File: config.mk
export PLATFORM = sky130hd
export DESIGN_NAME = auto_range_packing_quantizer_core
export DESIGN_NICKNAME = d
export VERILOG_FILES = /design/src/rtl/arpq_pkg.sv /design/src/rtl/arpq_range.sv /design/src/rtl/arpq_div.sv /design/src/rtl/auto_range_packing_quantizer_core.sv
export VERILOG_INCLUDE_DIRS = /design/src /design/src/rtl
export SDC_FILE = /design/constraint.sdc
export NUM_CORES = 1
export LEC_CHECK = 0
export ABC_AREA = 1
export BUFFER_PORTS_ARGS = -buffer_cell sky130_fd_sc_hd__buf_2
export CORE_ASPECT_RATIO = 0.6
export CORE_MARGIN = 2
export CORE_UTILIZATION = 40
export DETAILED_ROUTE_END_ITERATION = 10
export SLEW_MARGIN = 10
export SYNTH_ARGS = -nofsm -noshare
export SYNTH_HDL_FRONTEND = slang
export SYNTH_SLANG_ARGS = --single-unit
File: constraint.sdc
create_clock -name i_clk -period 7.55 [get_ports i_clk]
set_clock_uncertainty 0.1 [all_clocks]
set_input_delay 0 -clock i_clk [delete_from_list [all_inputs] [get_ports i_clk]]
set_output_delay 0 -clock i_clk [all_outputs]
set_load 0.005 [all_outputs]
File: src/rtl/auto_range_packing_quantizer_core_macros.svh
// Assertion macros shared by the auto-range packing quantizer RTL.
// No dependencies; define ASSERT_OFF to compile the checks out.
`ifndef AUTO_RANGE_PACKING_QUANTIZER_CORE_MACROS_SVH
`define AUTO_RANGE_PACKING_QUANTIZER_CORE_MACROS_SVH

`ifndef ASSERT_OFF

// Property must hold at every clock edge outside reset
`define ARPQ_ASSERT(lbl, clk, rst_n, prop) \
    lbl: assert property (@(posedge clk) disable iff (!rst_n) prop) \
        else $error("%m: assertion failed");

// Expression must never be true outside reset
`define ARPQ_NEVER(lbl, clk, rst_n, expr) \
    lbl: assert property (@(posedge clk) disable iff (!rst_n) !(expr)) \
        else $error("%m: forbidden condition seen");

`else

`define ARPQ_ASSERT(lbl, clk, rst_n, prop)
`define ARPQ_NEVER(lbl, clk, rst_n, expr)

`endif

`endif

File: src/rtl/arpq_pkg.sv
// Shared types and constants of the auto-range packing quantizer.
// No dependencies; used by arpq_range, arpq_div and the top level.
package arpq_pkg;

    // Command codes carried on the input tuser
    localparam int          CMD_W     = 2;
    localparam logic [1:0]  CMD_START = 2'd0;
    localparam logic [1:0]  CMD_SCAN  = 2'd1;
    localparam logic [1:0]  CMD_QUANT = 2'd2;

    // Result code width and the missing-sample code
    localparam int          CODE_W    = 16;
    localparam logic [15:0] CODE_MISS = 16'h8000;

    // Configuration port
    localparam int          CFG_W     = 32;
    localparam int          PADDR_W   = 3;
    localparam logic        REG_MISSING = 1'b0;  // word index of missing_marker

    // Control into the range tracker
    typedef struct packed {
        logic clear;   // start of a new grid
        logic scan;    // valid (non-missing) scan sample
    } t_rng_ctrl;

endpackage

File: src/rtl/arpq_range.sv
// Running minimum / maximum tracker for the scan pass.
// Depends on arpq_pkg (t_rng_ctrl).
module arpq_range #(
    parameter int SAMPLE_WIDTH = 32
) (
    input  logic                           i_clk,
    input  logic                           i_rst_n,
    input  arpq_pkg::t_rng_ctrl            i_ctrl,
    input  logic signed [SAMPLE_WIDTH-1:0] i_sample,
    output logic signed [SAMPLE_WIDTH-1:0] o_min,
    output logic signed [SAMPLE_WIDTH-1:0] o_max,
    output logic                           o_any
);

    localparam logic [SAMPLE_WIDTH-1:0] MOST_POS = {1'b0, {(SAMPLE_WIDTH-1){1'b1}}};
    localparam logic [SAMPLE_WIDTH-1:0] MOST_NEG = {1'b1, {(SAMPLE_WIDTH-1){1'b0}}};

    logic signed [SAMPLE_WIDTH-1:0] r_min;
    logic signed [SAMPLE_WIDTH-1:0] r_max;
    logic                           r_any;

    // Independent compares against both bounds
    always_ff @(posedge i_clk) begin
        if (!i_rst_n || i_ctrl.clear) begin
            r_min <= MOST_POS;
            r_max <= MOST_NEG;
            r_any <= 1'b0;
        end else if (i_ctrl.scan) begin
            if (i_sample < r_min) begin
                r_min <= i_sample;
            end
            if (i_sample > r_max) begin
                r_max <= i_sample;
            end
            r_any <= 1'b1;
        end
    end

    assign o_min = r_min;
    assign o_max = r_max;
    assign o_any = r_any;

endmodule

File: src/rtl/arpq_div.sv
// Shared scale unit: diff*CODE_MAX, restoring division by the range one
// quotient bit per cycle, then round half to even. Depends on arpq_pkg.
module arpq_div #(
    parameter int SAMPLE_WIDTH = 32,
    parameter int CODE_MAX     = 32767
) (
    input  logic                          i_clk,
    input  logic                          i_rst_n,
    input  logic                          i_start,
    input  logic [SAMPLE_WIDTH-1:0]       i_diff,   // x - min, below range
    input  logic [SAMPLE_WIDTH-1:0]       i_range,  // max - min, nonzero
    output logic                          o_done,
    output logic [arpq_pkg::CODE_W-1:0]   o_code
);

    localparam int QB    = $clog2(CODE_MAX + 1);
    localparam int PW    = SAMPLE_WIDTH + QB;
    localparam int CNT_W = $clog2(QB);

    localparam logic [1:0] D_IDLE = 2'd0;
    localparam logic [1:0] D_MUL  = 2'd1;
    localparam logic [1:0] D_DIV  = 2'd2;
    localparam logic [1:0] D_RND  = 2'd3;

    logic [1:0]              r_state, n_state;
    logic [CNT_W-1:0]        r_cnt;
    logic [SAMPLE_WIDTH-1:0] r_diff;
    logic [SAMPLE_WIDTH-1:0] r_range;
    logic [SAMPLE_WIDTH-1:0] r_rem;
    logic [QB-1:0]           r_low;
    logic [QB-1:0]           r_q;
    logic                    r_done;
    logic [arpq_pkg::CODE_W-1:0] r_code;

    logic [PW-1:0]           w_prod;
    logic [SAMPLE_WIDTH:0]   w_trial;
    logic [SAMPLE_WIDTH:0]   w_rng_ext;
    logic                    w_ge;
    logic [SAMPLE_WIDTH:0]   w_sub;
    logic [SAMPLE_WIDTH:0]   w_twice;
    logic                    w_up;
    logic [QB-1:0]           w_qr;

    // Datapath: the multiply happens only in D_MUL, one compare-subtract per step
    assign w_prod    = PW'(r_diff) * PW'(CODE_MAX);
    assign w_rng_ext = {1'b0, r_range};
    assign w_trial   = {r_rem, r_low[QB-1]};
    assign w_ge      = (w_trial >= w_rng_ext);
    assign w_sub     = w_trial - w_rng_ext;
    assign w_twice   = {r_rem, 1'b0};
    assign w_up      = (w_twice > w_rng_ext) || ((w_twice == w_rng_ext) && r_q[0]);
    assign w_qr      = r_q + QB'(w_up);

    // Sequencer
    always_comb begin
        n_state = r_state;
        unique case (r_state)
            D_IDLE: begin
                if (i_start) begin
                    n_state = D_MUL;
                end
            end
            D_MUL: n_state = D_DIV;
            D_DIV: begin
                if (r_cnt == '0) begin
                    n_state = D_RND;
                end
            end
            D_RND: n_state = D_IDLE;
            default: n_state = D_IDLE;
        endcase
    end

    always_ff @(posedge i_clk) begin
        if (!i_rst_n) begin
            r_state <= D_IDLE;
            r_done  <= 1'b0;
        end else begin
            r_state <= n_state;
            r_done  <= (r_state == D_RND);
        end
    end

    // Operand, remainder and quotient registers
    always_ff @(posedge i_clk) begin
        case (r_state)
            D_IDLE: begin
                if (i_start) begin
                    r_diff  <= i_diff;
                    r_range <= i_range;
                end
            end
            D_MUL: begin
                // upper part is already below the range: quotient fits QB bits
                r_rem <= w_prod[PW-1:QB];
                r_low <= w_prod[QB-1:0];
                r_q   <= '0;
                r_cnt <= CNT_W'(QB - 1);
            end
            D_DIV: begin
                r_rem <= w_ge ? w_sub[SAMPLE_WIDTH-1:0] : w_trial[SAMPLE_WIDTH-1:0];
                r_low <= {r_low[QB-2:0], 1'b0};
                r_q   <= {r_q[QB-2:0], w_ge};
                r_cnt <= r_cnt - CNT_W'(1);
            end
            default: begin
                r_code <= arpq_pkg::CODE_W'(w_qr);
            end
        endcase
    end

    assign o_done = r_done;
    assign o_code = r_code;

endmodule

File: src/rtl/auto_range_packing_quantizer_core.sv
// Auto-range packing quantizer:
//   Input stream: s_axis_tuser = command, s_axis_tdata = sample.
//     START clears the range, SCAN tracks min/max (missing marker skipped),
//     QUANT returns code = round((x-min)*CODE_MAX/(max-min)), ties to even,
//     plus the current min and max. START and SCAN give no output beat.
//   Output stream: one beat per QUANT, tdata = {range_high, range_low, code}.
//   Config: APB register 0 (byte address 0) holds the 32-bit missing marker.
//   Timing: START and SCAN keep the sequencer in ST_IDLE, so the next
//   beat may follow at once. QUANT with a special case (missing, empty
//   or zero range, sample at or beyond a bound) goes from ST_PREP
//   straight to ST_DONE; otherwise the scale unit runs one quotient bit
//   per cycle while in ST_DIV before ST_DONE. The input is not ready
//   while a QUANT beat is in work.
//   A finished result sits in an output register; while the receiver stalls,
//   beats are still taken and a further QUANT result waits in ST_DONE.
//   Reset (synchronous, active low) empties the range, sets the marker to 0
//   and drops the output valid.
`include "auto_range_packing_quantizer_core_macros.svh"
// Depends on arpq_pkg, arpq_range and arpq_div.
module auto_range_packing_quantizer_core #(
    parameter int SAMPLE_WIDTH = 32,
    parameter int CODE_MAX     = 32767
) (
    input  logic                                   i_clk,
    input  logic                                   i_rst_n,
    // input stream
    input  logic                                   s_axis_tvalid,
    output logic                                   s_axis_tready,
    input  logic [((SAMPLE_WIDTH+7)/8)*8-1:0]      s_axis_tdata,  // sample
    input  logic [arpq_pkg::CMD_W-1:0]             s_axis_tuser,  // command
    // output stream
    output logic                                   m_axis_tvalid,
    input  logic                                   m_axis_tready,
    // packed_value[15:0], range_low, range_high
    output logic [((16+2*SAMPLE_WIDTH+7)/8)*8-1:0] m_axis_tdata,
    // configuration
    input  logic                                   psel,
    input  logic                                   penable,
    input  logic                                   pwrite,
    input  logic [arpq_pkg::PADDR_W-1:0]           paddr,
    input  logic [arpq_pkg::CFG_W-1:0]             pwdata,
    output logic [arpq_pkg::CFG_W-1:0]             prdata,
    output logic                                   pready
);

    localparam int OUT_W = ((16 + 2 * SAMPLE_WIDTH + 7) / 8) * 8;
    localparam int CW    = (SAMPLE_WIDTH > 32) ? SAMPLE_WIDTH : 32;
    localparam logic [arpq_pkg::CODE_W-1:0] CODE_TOP = arpq_pkg::CODE_W'(CODE_MAX);

    localparam logic [1:0] ST_IDLE = 2'd0;
    localparam logic [1:0] ST_PREP = 2'd1;
    localparam logic [1:0] ST_DIV  = 2'd2;
    localparam logic [1:0] ST_DONE = 2'd3;

    logic [1:0]                     r_state, n_state;
    logic signed [31:0]             r_marker;
    logic signed [SAMPLE_WIDTH-1:0] r_x;
    logic                           r_missing;
    logic [arpq_pkg::CODE_W-1:0]    r_code;
    logic                           r_m_valid;
    logic [arpq_pkg::CODE_W-1:0]    r_m_code;
    logic signed [SAMPLE_WIDTH-1:0] r_m_low;
    logic signed [SAMPLE_WIDTH-1:0] r_m_high;

    logic signed [SAMPLE_WIDTH-1:0] w_sample;
    logic [arpq_pkg::CMD_W-1:0]     w_cmd;
    logic                           w_acc;
    logic                           w_is_miss;
    logic signed [CW-1:0]           w_x_ext;
    logic signed [CW-1:0]           w_mk_ext;
    arpq_pkg::t_rng_ctrl            w_rng;
    logic signed [SAMPLE_WIDTH-1:0] w_min;
    logic signed [SAMPLE_WIDTH-1:0] w_max;
    logic                           w_any;
    logic                           w_flat;
    logic                           w_le_min;
    logic                           w_ge_max;
    logic                           w_special;
    logic [arpq_pkg::CODE_W-1:0]    w_sp_code;
    logic [SAMPLE_WIDTH-1:0]        w_diff;
    logic [SAMPLE_WIDTH-1:0]        w_range;
    logic                           w_div_start;
    logic                           w_div_done;
    logic [arpq_pkg::CODE_W-1:0]    w_div_code;
    logic                           w_out_free;

    // Input beat decode
    assign w_sample = $signed(s_axis_tdata[SAMPLE_WIDTH-1:0]);
    assign w_cmd    = s_axis_tuser;
    assign s_axis_tready = (r_state == ST_IDLE);
    assign w_acc    = s_axis_tvalid && s_axis_tready;

    // Missing-marker compare on sign-extended values
    assign w_x_ext   = CW'(w_sample);
    assign w_mk_ext  = CW'(r_marker);
    assign w_is_miss = (w_x_ext == w_mk_ext);

    // Configuration register
    assign pready = 1'b1;
    assign prdata = (paddr[2] == arpq_pkg::REG_MISSING) ? r_marker : '0;

    always_ff @(posedge i_clk) begin
        if (!i_rst_n) begin
            r_marker <= '0;
        end else if (psel && penable && pwrite && pready
                     && (paddr[2] == arpq_pkg::REG_MISSING)) begin
            r_marker <= pwdata;
        end
    end

    // Range tracker
    assign w_rng.clear = w_acc && (w_cmd == arpq_pkg::CMD_START);
    assign w_rng.scan  = w_acc && (w_cmd == arpq_pkg::CMD_SCAN) && !w_is_miss;

    arpq_range #(
        .SAMPLE_WIDTH (SAMPLE_WIDTH)
    ) u_range (
        .i_clk    (i_clk),
        .i_rst_n  (i_rst_n),
        .i_ctrl   (w_rng),
        .i_sample (w_sample),
        .o_min    (w_min),
        .o_max    (w_max),
        .o_any    (w_any)
    );

    // Classification of a quantize sample and divider operands
    assign w_flat    = !w_any || (w_max == w_min);
    assign w_le_min  = !(w_min < r_x);
    assign w_ge_max  = !(r_x < w_max);
    assign w_special = r_missing || w_flat || w_le_min || w_ge_max;
    assign w_diff    = r_x - w_min;
    assign w_range   = w_max - w_min;

    always_comb begin
        if (r_missing) begin
            w_sp_code = arpq_pkg::CODE_MISS;
        end else if (w_flat || w_le_min) begin
            w_sp_code = '0;
        end else begin
            w_sp_code = CODE_TOP;
        end
    end

    assign w_div_start = (r_state == ST_PREP) && !w_special;

    arpq_div #(
        .SAMPLE_WIDTH (SAMPLE_WIDTH),
        .CODE_MAX     (CODE_MAX)
    ) u_div (
        .i_clk   (i_clk),
        .i_rst_n (i_rst_n),
        .i_start (w_div_start),
        .i_diff  (w_diff),
        .i_range (w_range),
        .o_done  (w_div_done),
        .o_code  (w_div_code)
    );

    // Sequencer
    assign w_out_free = !r_m_valid || m_axis_tready;

    always_comb begin
        n_state = r_state;
        unique case (r_state)
            ST_IDLE: begin
                if (w_acc && (w_cmd == arpq_pkg::CMD_QUANT)) begin
                    n_state = ST_PREP;
                end
            end
            ST_PREP: n_state = w_special ? ST_DONE : ST_DIV;
            ST_DIV: begin
                if (w_div_done) begin
                    n_state = ST_DONE;
                end
            end
            ST_DONE: begin
                if (w_out_free) begin
                    n_state = ST_IDLE;
                end
            end
            default: n_state = ST_IDLE;
        endcase
    end

    always_ff @(posedge i_clk) begin
        if (!i_rst_n) begin
            r_state <= ST_IDLE;
        end else begin
            r_state <= n_state;
        end
    end

    // Quantize sample capture and code register
    always_ff @(posedge i_clk) begin
        if (w_acc) begin
            r_x       <= w_sample;
            r_missing <= w_is_miss;
        end
        if (r_state == ST_PREP) begin
            r_code <= w_sp_code;
        end else if ((r_state == ST_DIV) && w_div_done) begin
            r_code <= w_div_code;
        end
    end

    // Output register
    always_ff @(posedge i_clk) begin
        if (!i_rst_n) begin
            r_m_valid <= 1'b0;
        end else if ((r_state == ST_DONE) && w_out_free) begin
            r_m_valid <= 1'b1;
        end else if (m_axis_tready) begin
            r_m_valid <= 1'b0;
        end
    end

    always_ff @(posedge i_clk) begin
        if ((r_state == ST_DONE) && w_out_free) begin
            r_m_code <= r_code;
            r_m_low  <= w_min;
            r_m_high <= w_max;
        end
    end

    assign m_axis_tvalid = r_m_valid;
    assign m_axis_tdata  = OUT_W'({r_m_high, r_m_low, r_m_code});

    // Checks
    `ARPQ_ASSERT(a_quant_enters_prep, i_clk, i_rst_n,
        (w_acc && (w_cmd == arpq_pkg::CMD_QUANT)) |=> (r_state == ST_PREP))
    `ARPQ_ASSERT(a_div_done_in_div, i_clk, i_rst_n,
        w_div_done |-> (r_state == ST_DIV))
    `ARPQ_ASSERT(a_out_from_done, i_clk, i_rst_n,
        $rose(r_m_valid) |-> ($past(r_state) == ST_DONE))
    `ARPQ_NEVER(a_range_order, i_clk, i_rst_n,
        w_any && (w_max < w_min))

endmodule

==> results of run 1 <==
==> state kept, by name, summed over array words and instances, names as in the netlist, 32 cells and up <==
signal,flops
r_m_high,32
r_m_low,32
r_marker,32
r_x,32
u_div.r_diff,32
u_div.r_range,32
u_div.r_rem,32
u_range.o_max,32
u_range.o_min,32
==> synthesized netlist by cell type (all sizes together), types with 2 or more instances <==
cell type / count / share of area [%]
o22ai: 9 / 0.24
o21bai: 27 / 0.64
o21a: 12 / 0.29
a31oi: 22 / 0.46
nand4: 60 / 1.2
o211ai: 16 / 0.40
nand3: 141 / 2.3
a21boi: 8 / 0.19
clkinv: 2 / 0.024
nor3: 34 / 0.59
ha: 307 / 12
nor4: 15 / 0.32
nor3b: 3 / 0.072
edfxtp: 274 / 26
nand2: 660 / 7.9
a21o: 27 / 0.64
and3: 3 / 0.060
inv: 696 / 8.3
a211oi: 3 / 0.072
nor2: 334 / 4.0
xor2: 81 / 2.3
nor4b: 2 / 0.056
or2: 16 / 0.32
o2111ai: 2 / 0.056
clkbuf: 36 / 0.43
nand3b: 8 / 0.19
fa: 234 / 15
xnor2: 58 / 1.6
o31ai: 3 / 0.072
dfxtp: 103 / 6.6
o21ai: 183 / 2.9
a221oi: 2 / 0.056
a21oi: 250 / 4.0
buf: 24 / 0.52
==> layout by cell type (no fill, tap or decap), drive strengths merged, types with 9 or more instances in the layout <==
master | Yosys | layout
a31oi | 22 | 22
fa | 234 | 234
inv | 696 | 700
nor2 | 334 | 334
buf | 24 | 200
or2 | 16 | 16
ha | 307 | 307
nor4 | 15 | 15
nand4 | 60 | 60
nor3 | 34 | 34
clkbuf | 36 | 57
o211ai | 16 | 16
xnor2 | 58 | 58
nand3 | 141 | 141
o21a | 12 | 12
xor2 | 81 | 81
nand2 | 660 | 660
edfxtp | 274 | 274
o22ai | 9 | 9
a21o | 27 | 27
dlygate4sd3 | 0 | 104
o21ai | 183 | 183
dfxtp | 103 | 103
a21oi | 250 | 250
o21bai | 27 | 27
==> worst max-delay path: cells and delay by family, from the launching register on <==
kind	cells	cell delay (ps)
buffers and inverters	6	410
adder cells (fa/ha/maj)	7	3710
flip-flops	1	320
AND/OR/NAND/NOR	4	440
AO/OA/AOI/OAI	4	1410
==> kinds of logic after synthesis <==
kind of cell | count (synthesis) | synth area share, %
fa+ha+maj | 541 | 27.1
other cells | 1 | 0.0119
buf+inv | 758 | 9.28
simple gates | 1277 | 17.0
flops | 377 | 32.7
xor+xnor | 139 | 3.87
compound gates | 565 | 10.0
==> metrics by stage <==
step / instance area, µm² / worst slack, ps / power (mW) / std cells / hold WS, ps
3_3_place_gp: 33600 / 959 / 7.38 / 4851 / 179
2_1_floorplan: 31500 / 1810 / 6.01 / 3658 / -1.13
6_report: 35800 / 884 / 9.45 / 5024 / 178
4_1_cts: 35800 / 946 / 9.40 / 5024 / 136
3_5_place_dp: 33600 / 975 / 7.39 / 4851 / 184
5_1_grt: 35800 / 475 / 10.1 / 5024 / 180
==> power by group through the flow <==
stage	Clock (mW)	Sequential, mW	Combinational (mW)
2_1_floorplan	0	2.94	3.07
3_3_place_gp	0	2.98	4.40
3_5_place_dp	0	2.98	4.41
4_1_cts	1.96	2.94	4.50
5_1_grt	2.04	2.97	5.12
6_report	1.91	2.94	4.60
==> cell type report <==
cell class	instances	area, µm²	share of cell area [%]
Multi-Input combinational cell	2523	18300	51.1
Sequential cell	377	10300	28.7
Inverter	698	2620	7.31
Timing Repair Buffer	304	2070	5.79
Tap cell	1053	1320	3.68
Clock buffer	57	1130	3.17
Clock inverter	12	82.6	0.231
==> per-layer routing <==
metal / up-vias / global-route usage (%) / wire, µm
met1: 12300 / 38.8 / 49300
li1: 12500 / - / -
met4: 0 / 3.00 / 1010
met2: 1023 / 30.0 / 34800
met5: - / 0 / 0
met3: 78 / 7.43 / 11500
==> worst max path at each step <==
stage / startpoint / to / slack [ps] / cells past startpoint
finish: u_div.r_diff[11] / u_div.r_rem[28] / 880 / 21
global route: u_div.r_diff[8] / u_div.r_rem[20] / 480 / 26
CTS: u_div.r_diff[11] / u_div.r_rem[28] / 950 / 21
detailed placement: u_div.r_diff[11] / u_div.r_rem[28] / 970 / 21
global placement: u_div.r_diff[19] / u_div.r_rem[28] / 960 / 20
floorplan: u_div.r_diff[18] / u_div.r_rem[17] / 1810 / 22
==> metrics.csv, run 1 <==
metric,value,unit
status,finished clean,
"EDFF count, synth",274,
register area share after synthesis,32.7,%
Final HPWL DP,78800,µm
Starting DRT DRC Count,2837,
min Tclk post-route,6670,ps
Clock Power Share,20.2,%
Critical Path RT,7770,ps
antenna violations before repair,2,
unrepaired setup endpoints after global routing,false,
GRT Total Usage,23.7,%
CTS-repair resized insts,0,
drt first pass iters,5,
vias in the first global route,24900,
Worst IR Drop VDD,0.150,mV
"Core Util, Final",46.1,%
RR Startpoint,u_div.r_diff[11],
hold crit path type,primary input to flop,
CTS buffer count,38,
Post-DRT Antenna Nets,0,
Fill cells,7656,
Initial Utilization,40.5,%
worst hold path stage count,6,
"Slowest-stage cell, CP",fa_1,
Clock transition at path regs,70,ps
critical path cell sequence,inv_1 -> fa_1 -> inv_1 -> fa_1 -> inv_1 -> fa_1 -> inv_1 -> fa_1 -> fa_1 -> inv_1 -> fa_1 -> inv_1 -> ha_1 -> a21oi_1 -> o21ai_0 -> a21boi_0 -> nand2_1 -> nand2_1 -> nand4_1 -> o21ai_0 -> nand2_1,
final worst path period share,88.3,%
Ys Warns,0,
"FF+latch count, synth",377,
Final Slew Violations,0,
Post-CTS Repair Setup Buffers,0,
post-synth cell types,58,
Worst setup SP type,flop,
Die W,366,µm
final count of negative-setup-slack endpoints,0,
Worst-Margin Slew,993,ps
Worst R2R Setup Slack,880,ps
worst skew pair latency,570,ps
Crit path arrival time,6880,ps
die height,221,µm
relative slew slack,33.6,%
sequential share of power,31.1,%
Pint,5.32,mW
sw power,4.13,mW
Post-synth ARST share,0,%
max incr delay on CP,700,ps
largest net degree at the start of global routing,66,
Vias,25900,
CTS tree,yes,
R2R Path End,u_div.r_rem[28],
kind of critical path,flop to flop,
Ant. Diodes,0,
Final #Nets,4559,
combinational share of power,48.7,%
Pleak,17.2,nW
Worst R2R Path Depth,21,
clk sinks,377,
Post-Syn Nets,4275,
share of cells above drive strength 1,7.53,%
Overflow after GRT,0,
# rows,79,
I/O Pins,191,
H-tree levels,2,
Placer Congestion,1.02,
detail-routed net length per standard cell,19.2,µm
Die ar.,0.0810,mm²
Vias per Instance,5.15,
CP max FO,4,
Max Freq,150,MHz
Worst Hold End,r_marker[0],
I/O Buffers,187,
post-route setup TNS,0,ps
Worst Setup End Kind,flop,
hold buffers post-CTS,104,
Sw Ratio,43.7,%
max cap viols,0,
Syn Inst Count,3658,
area grow syn2layout,13.8,%
Power Density,264,mW/mm²
drt total wl,96600,µm
clk buf depth,3,
area of the mapped netlist,0.0315,mm²
Core Region,0.0777,mm²
Fin. Hold Viols,0,
first-pass GRT wire length,149000,µm
Avg Inst Size Synth,8.60,µm²
clk root buf,clkbuf_16,
Most used DFF post-synth,edfxtp_1,
number of remaining DRC errors,0,
Hold Startpoint,penable,
Note: power is estimated with default switching activity, not from simulation.
==> run 2, diff against run 1 <==
Settings changed: CORE_ASPECT_RATIO 0.6 to unset.
==> run 2 against run 1 <==
  * Sequential power barely moved
  * Flip-flop and latch count did not move
  * Utilization rose by 0.38 points
  * Critical path type unchanged
  * Die area barely moved
  * Wire length fell by 5.3%
  * Power rose by 1.9%
  * Clock-buffer cell count fell by 3
  * Fmax barely moved
  * Global-route usage fell by 1.1 points
==> metrics.csv, run 2 (synthesis gave the netlist of run 1 again) <==
metric,value,unit
crit path buf inv count,9,
Overflow after GRT,0,
Clock transition at path regs,60,ps
detail-routed net length per standard cell,18.2,µm
largest net degree at the start of global routing,70,
Worst path top cell family by delay,adder cells,
Power Density,267,mW/mm²
Post-DRT Antenna Nets,0,
share of cells above drive strength 1,7.77,%
GRT Total Usage,22.6,%
Vias per Instance,5.01,
Worst setup SP type,flop,
worst hold path stage count,2,
Max Freq,150,MHz
R2R Path End,u_div.r_rem[4],
Crit path arrival time,6850,ps
clk buf depth,3,
CTS-repair resized insts,0,
drt first pass iters,5,
Worst R2R Path Depth,23,
Power Total,9.63,mW
Vias,25200,
Worst R2R Setup Slack,880,ps
Initial Utilization,40.5,%
Pleak,17.4,nW
number of remaining DRC errors,0,
H-tree levels,2,
Final HPWL DP,74100,µm
critical path cell sequence,fa_1 -> inv_1 -> fa_1 -> inv_1 -> fa_1 -> inv_1 -> fa_1 -> inv_1 -> fa_1 -> inv_1 -> fa_1 -> inv_1 -> ha_1 -> inv_1 -> o21ai_0 -> inv_1 -> o21ai_0 -> a21oi_1 -> inv_1 -> a21oi_1 -> o21ai_0 -> xnor2_1 -> o21ai_0,
antenna violations before repair,0,
kind of critical path,flop to flop,
post-route setup TNS,0,ps
I/O Buffers,187,
Core Region,0.0777,mm²
drt total wl,91400,µm
Critical Path RT,7730,ps
register area,0.0103,mm²
vias in the first global route,25700,
unrepaired setup endpoints after global routing,false,
Die W,285,µm
Ant. Diodes,0,
"most common cell after layout, fill and taps aside",inv_1,
die height,285,µm
most frequent cells in the layout,"inv_1, nand2_1, nor2_1",
Hold Startpoint,s_axis_tdata[22],
max cap viols,0,
RR Startpoint,u_div.r_diff[8],
status,finished clean,
Placer Congestion,0.945,
multi-input logic area,0.0183,mm²
Worst Hold End,r_x[22],
Worst-Margin Slew,1150,ps
Fin. Hold Viols,0,
Worst Setup End Kind,flop,
# rows,102,
area grow syn2layout,14.8,%
worst skew pair latency,600,ps
clk sinks,377,
final worst path period share,88.3,%
Final #Nets,4575,
hold crit path type,primary input to flop,
min Tclk post-route,6670,ps
Starting DRT DRC Count,1484,
clk root buf,clkbuf_16,
Final Slew Violations,0,
Worst IR Drop VDD,0.165,mV
CTS buffer count,43,
Die ar.,0.0809,mm²
"Slowest-stage cell, CP",fa_1,
cell mode on critical path,inv_1,
first-pass GRT wire length,143000,µm
Fill cells,7491,
CP max FO,4,
I/O Pins,191,
max incr delay on CP,670,ps
final count of negative-setup-slack endpoints,0,
CTS tree,yes,
relative slew slack,23.1,%
[run 2: cell types whose count changed in the layout (fill, tap and decap cells not counted), sizes merged]
cell,delta
dlygate4sd3,+10
buf,+1
clkinv,+11
clkinvlp,-2
inv,-1
clkbuf,-3
bufinv,+3
[run 2: cell type report]
| type | count | area share, % |
|---|---|---|
| clock inverter | 23 | 0.630 |
| sequential | 377 | 28.5 |
| multi-input combinational | 2523 | 50.6 |
| clock buffer | 54 | 3.35 |
| timing repair buffer | 315 | 6.04 |
| inverter | 698 | 7.25 |
| tap | 1040 | 3.60 |
[run 2: routing by layer]
metal / wire length, µm / vias up / global-route usage [%]
met3: 4100 / 129 / 3.00
li1: - / 12500 / -
met4: 3240 / 0 / 7.72
met2: 43000 / 551 / 38.1
met1: 41000 / 12000 / 29.8
met5: 0 / - / 0
[run 2: how the worst max path moves through the flow]
stage,start,to,slack [ps],cells after the start
finish,u_div.r_diff[8],u_div.r_rem[4],880,23
global route,u_div.r_diff[8],u_div.r_rem[4],460,23
CTS,u_div.r_diff[8],u_div.r_rem[4],860,23
detailed placement,u_div.r_diff[8],u_div.r_rem[20],940,26
global placement,u_div.r_diff[8],u_div.r_rem[20],950,26
floorplan,u_div.r_diff[18],u_div.r_rem[17],1810,22
[run 2: metrics by stage]
| stage | util (%) | setup slack (ps) | instances | hold WS (ps) | area [µm²] |
|---|---|---|---|---|---|
| final | 46.5 | 881 | 5030 | 125 | 36100 |
| after global routing | 46.5 | 462 | 5030 | 142 | 36100 |
| after CTS | 46.5 | 858 | 5030 | 98.9 | 36100 |
| after detailed placement | 43.2 | 938 | 4839 | 183 | 33600 |
| after global placement | 43.2 | 946 | 4839 | 178 | 33600 |
| after floorplan | - | 1810 | 3658 | -1.13 | 31500 |
[run 2: repair_timing]
| action | CTS | global route |
|---|---|---|
| hold buffers | 114 | 0 |
| endpoints found under the hold margin | 156 | 0 |
| buffers inserted | 0 | 0 |
[run 2: power breakdown]
part           internal (mW)  switching [mW]
logic                   1.50            3.02
clock network           1.25           0.914
registers               2.77           0.183
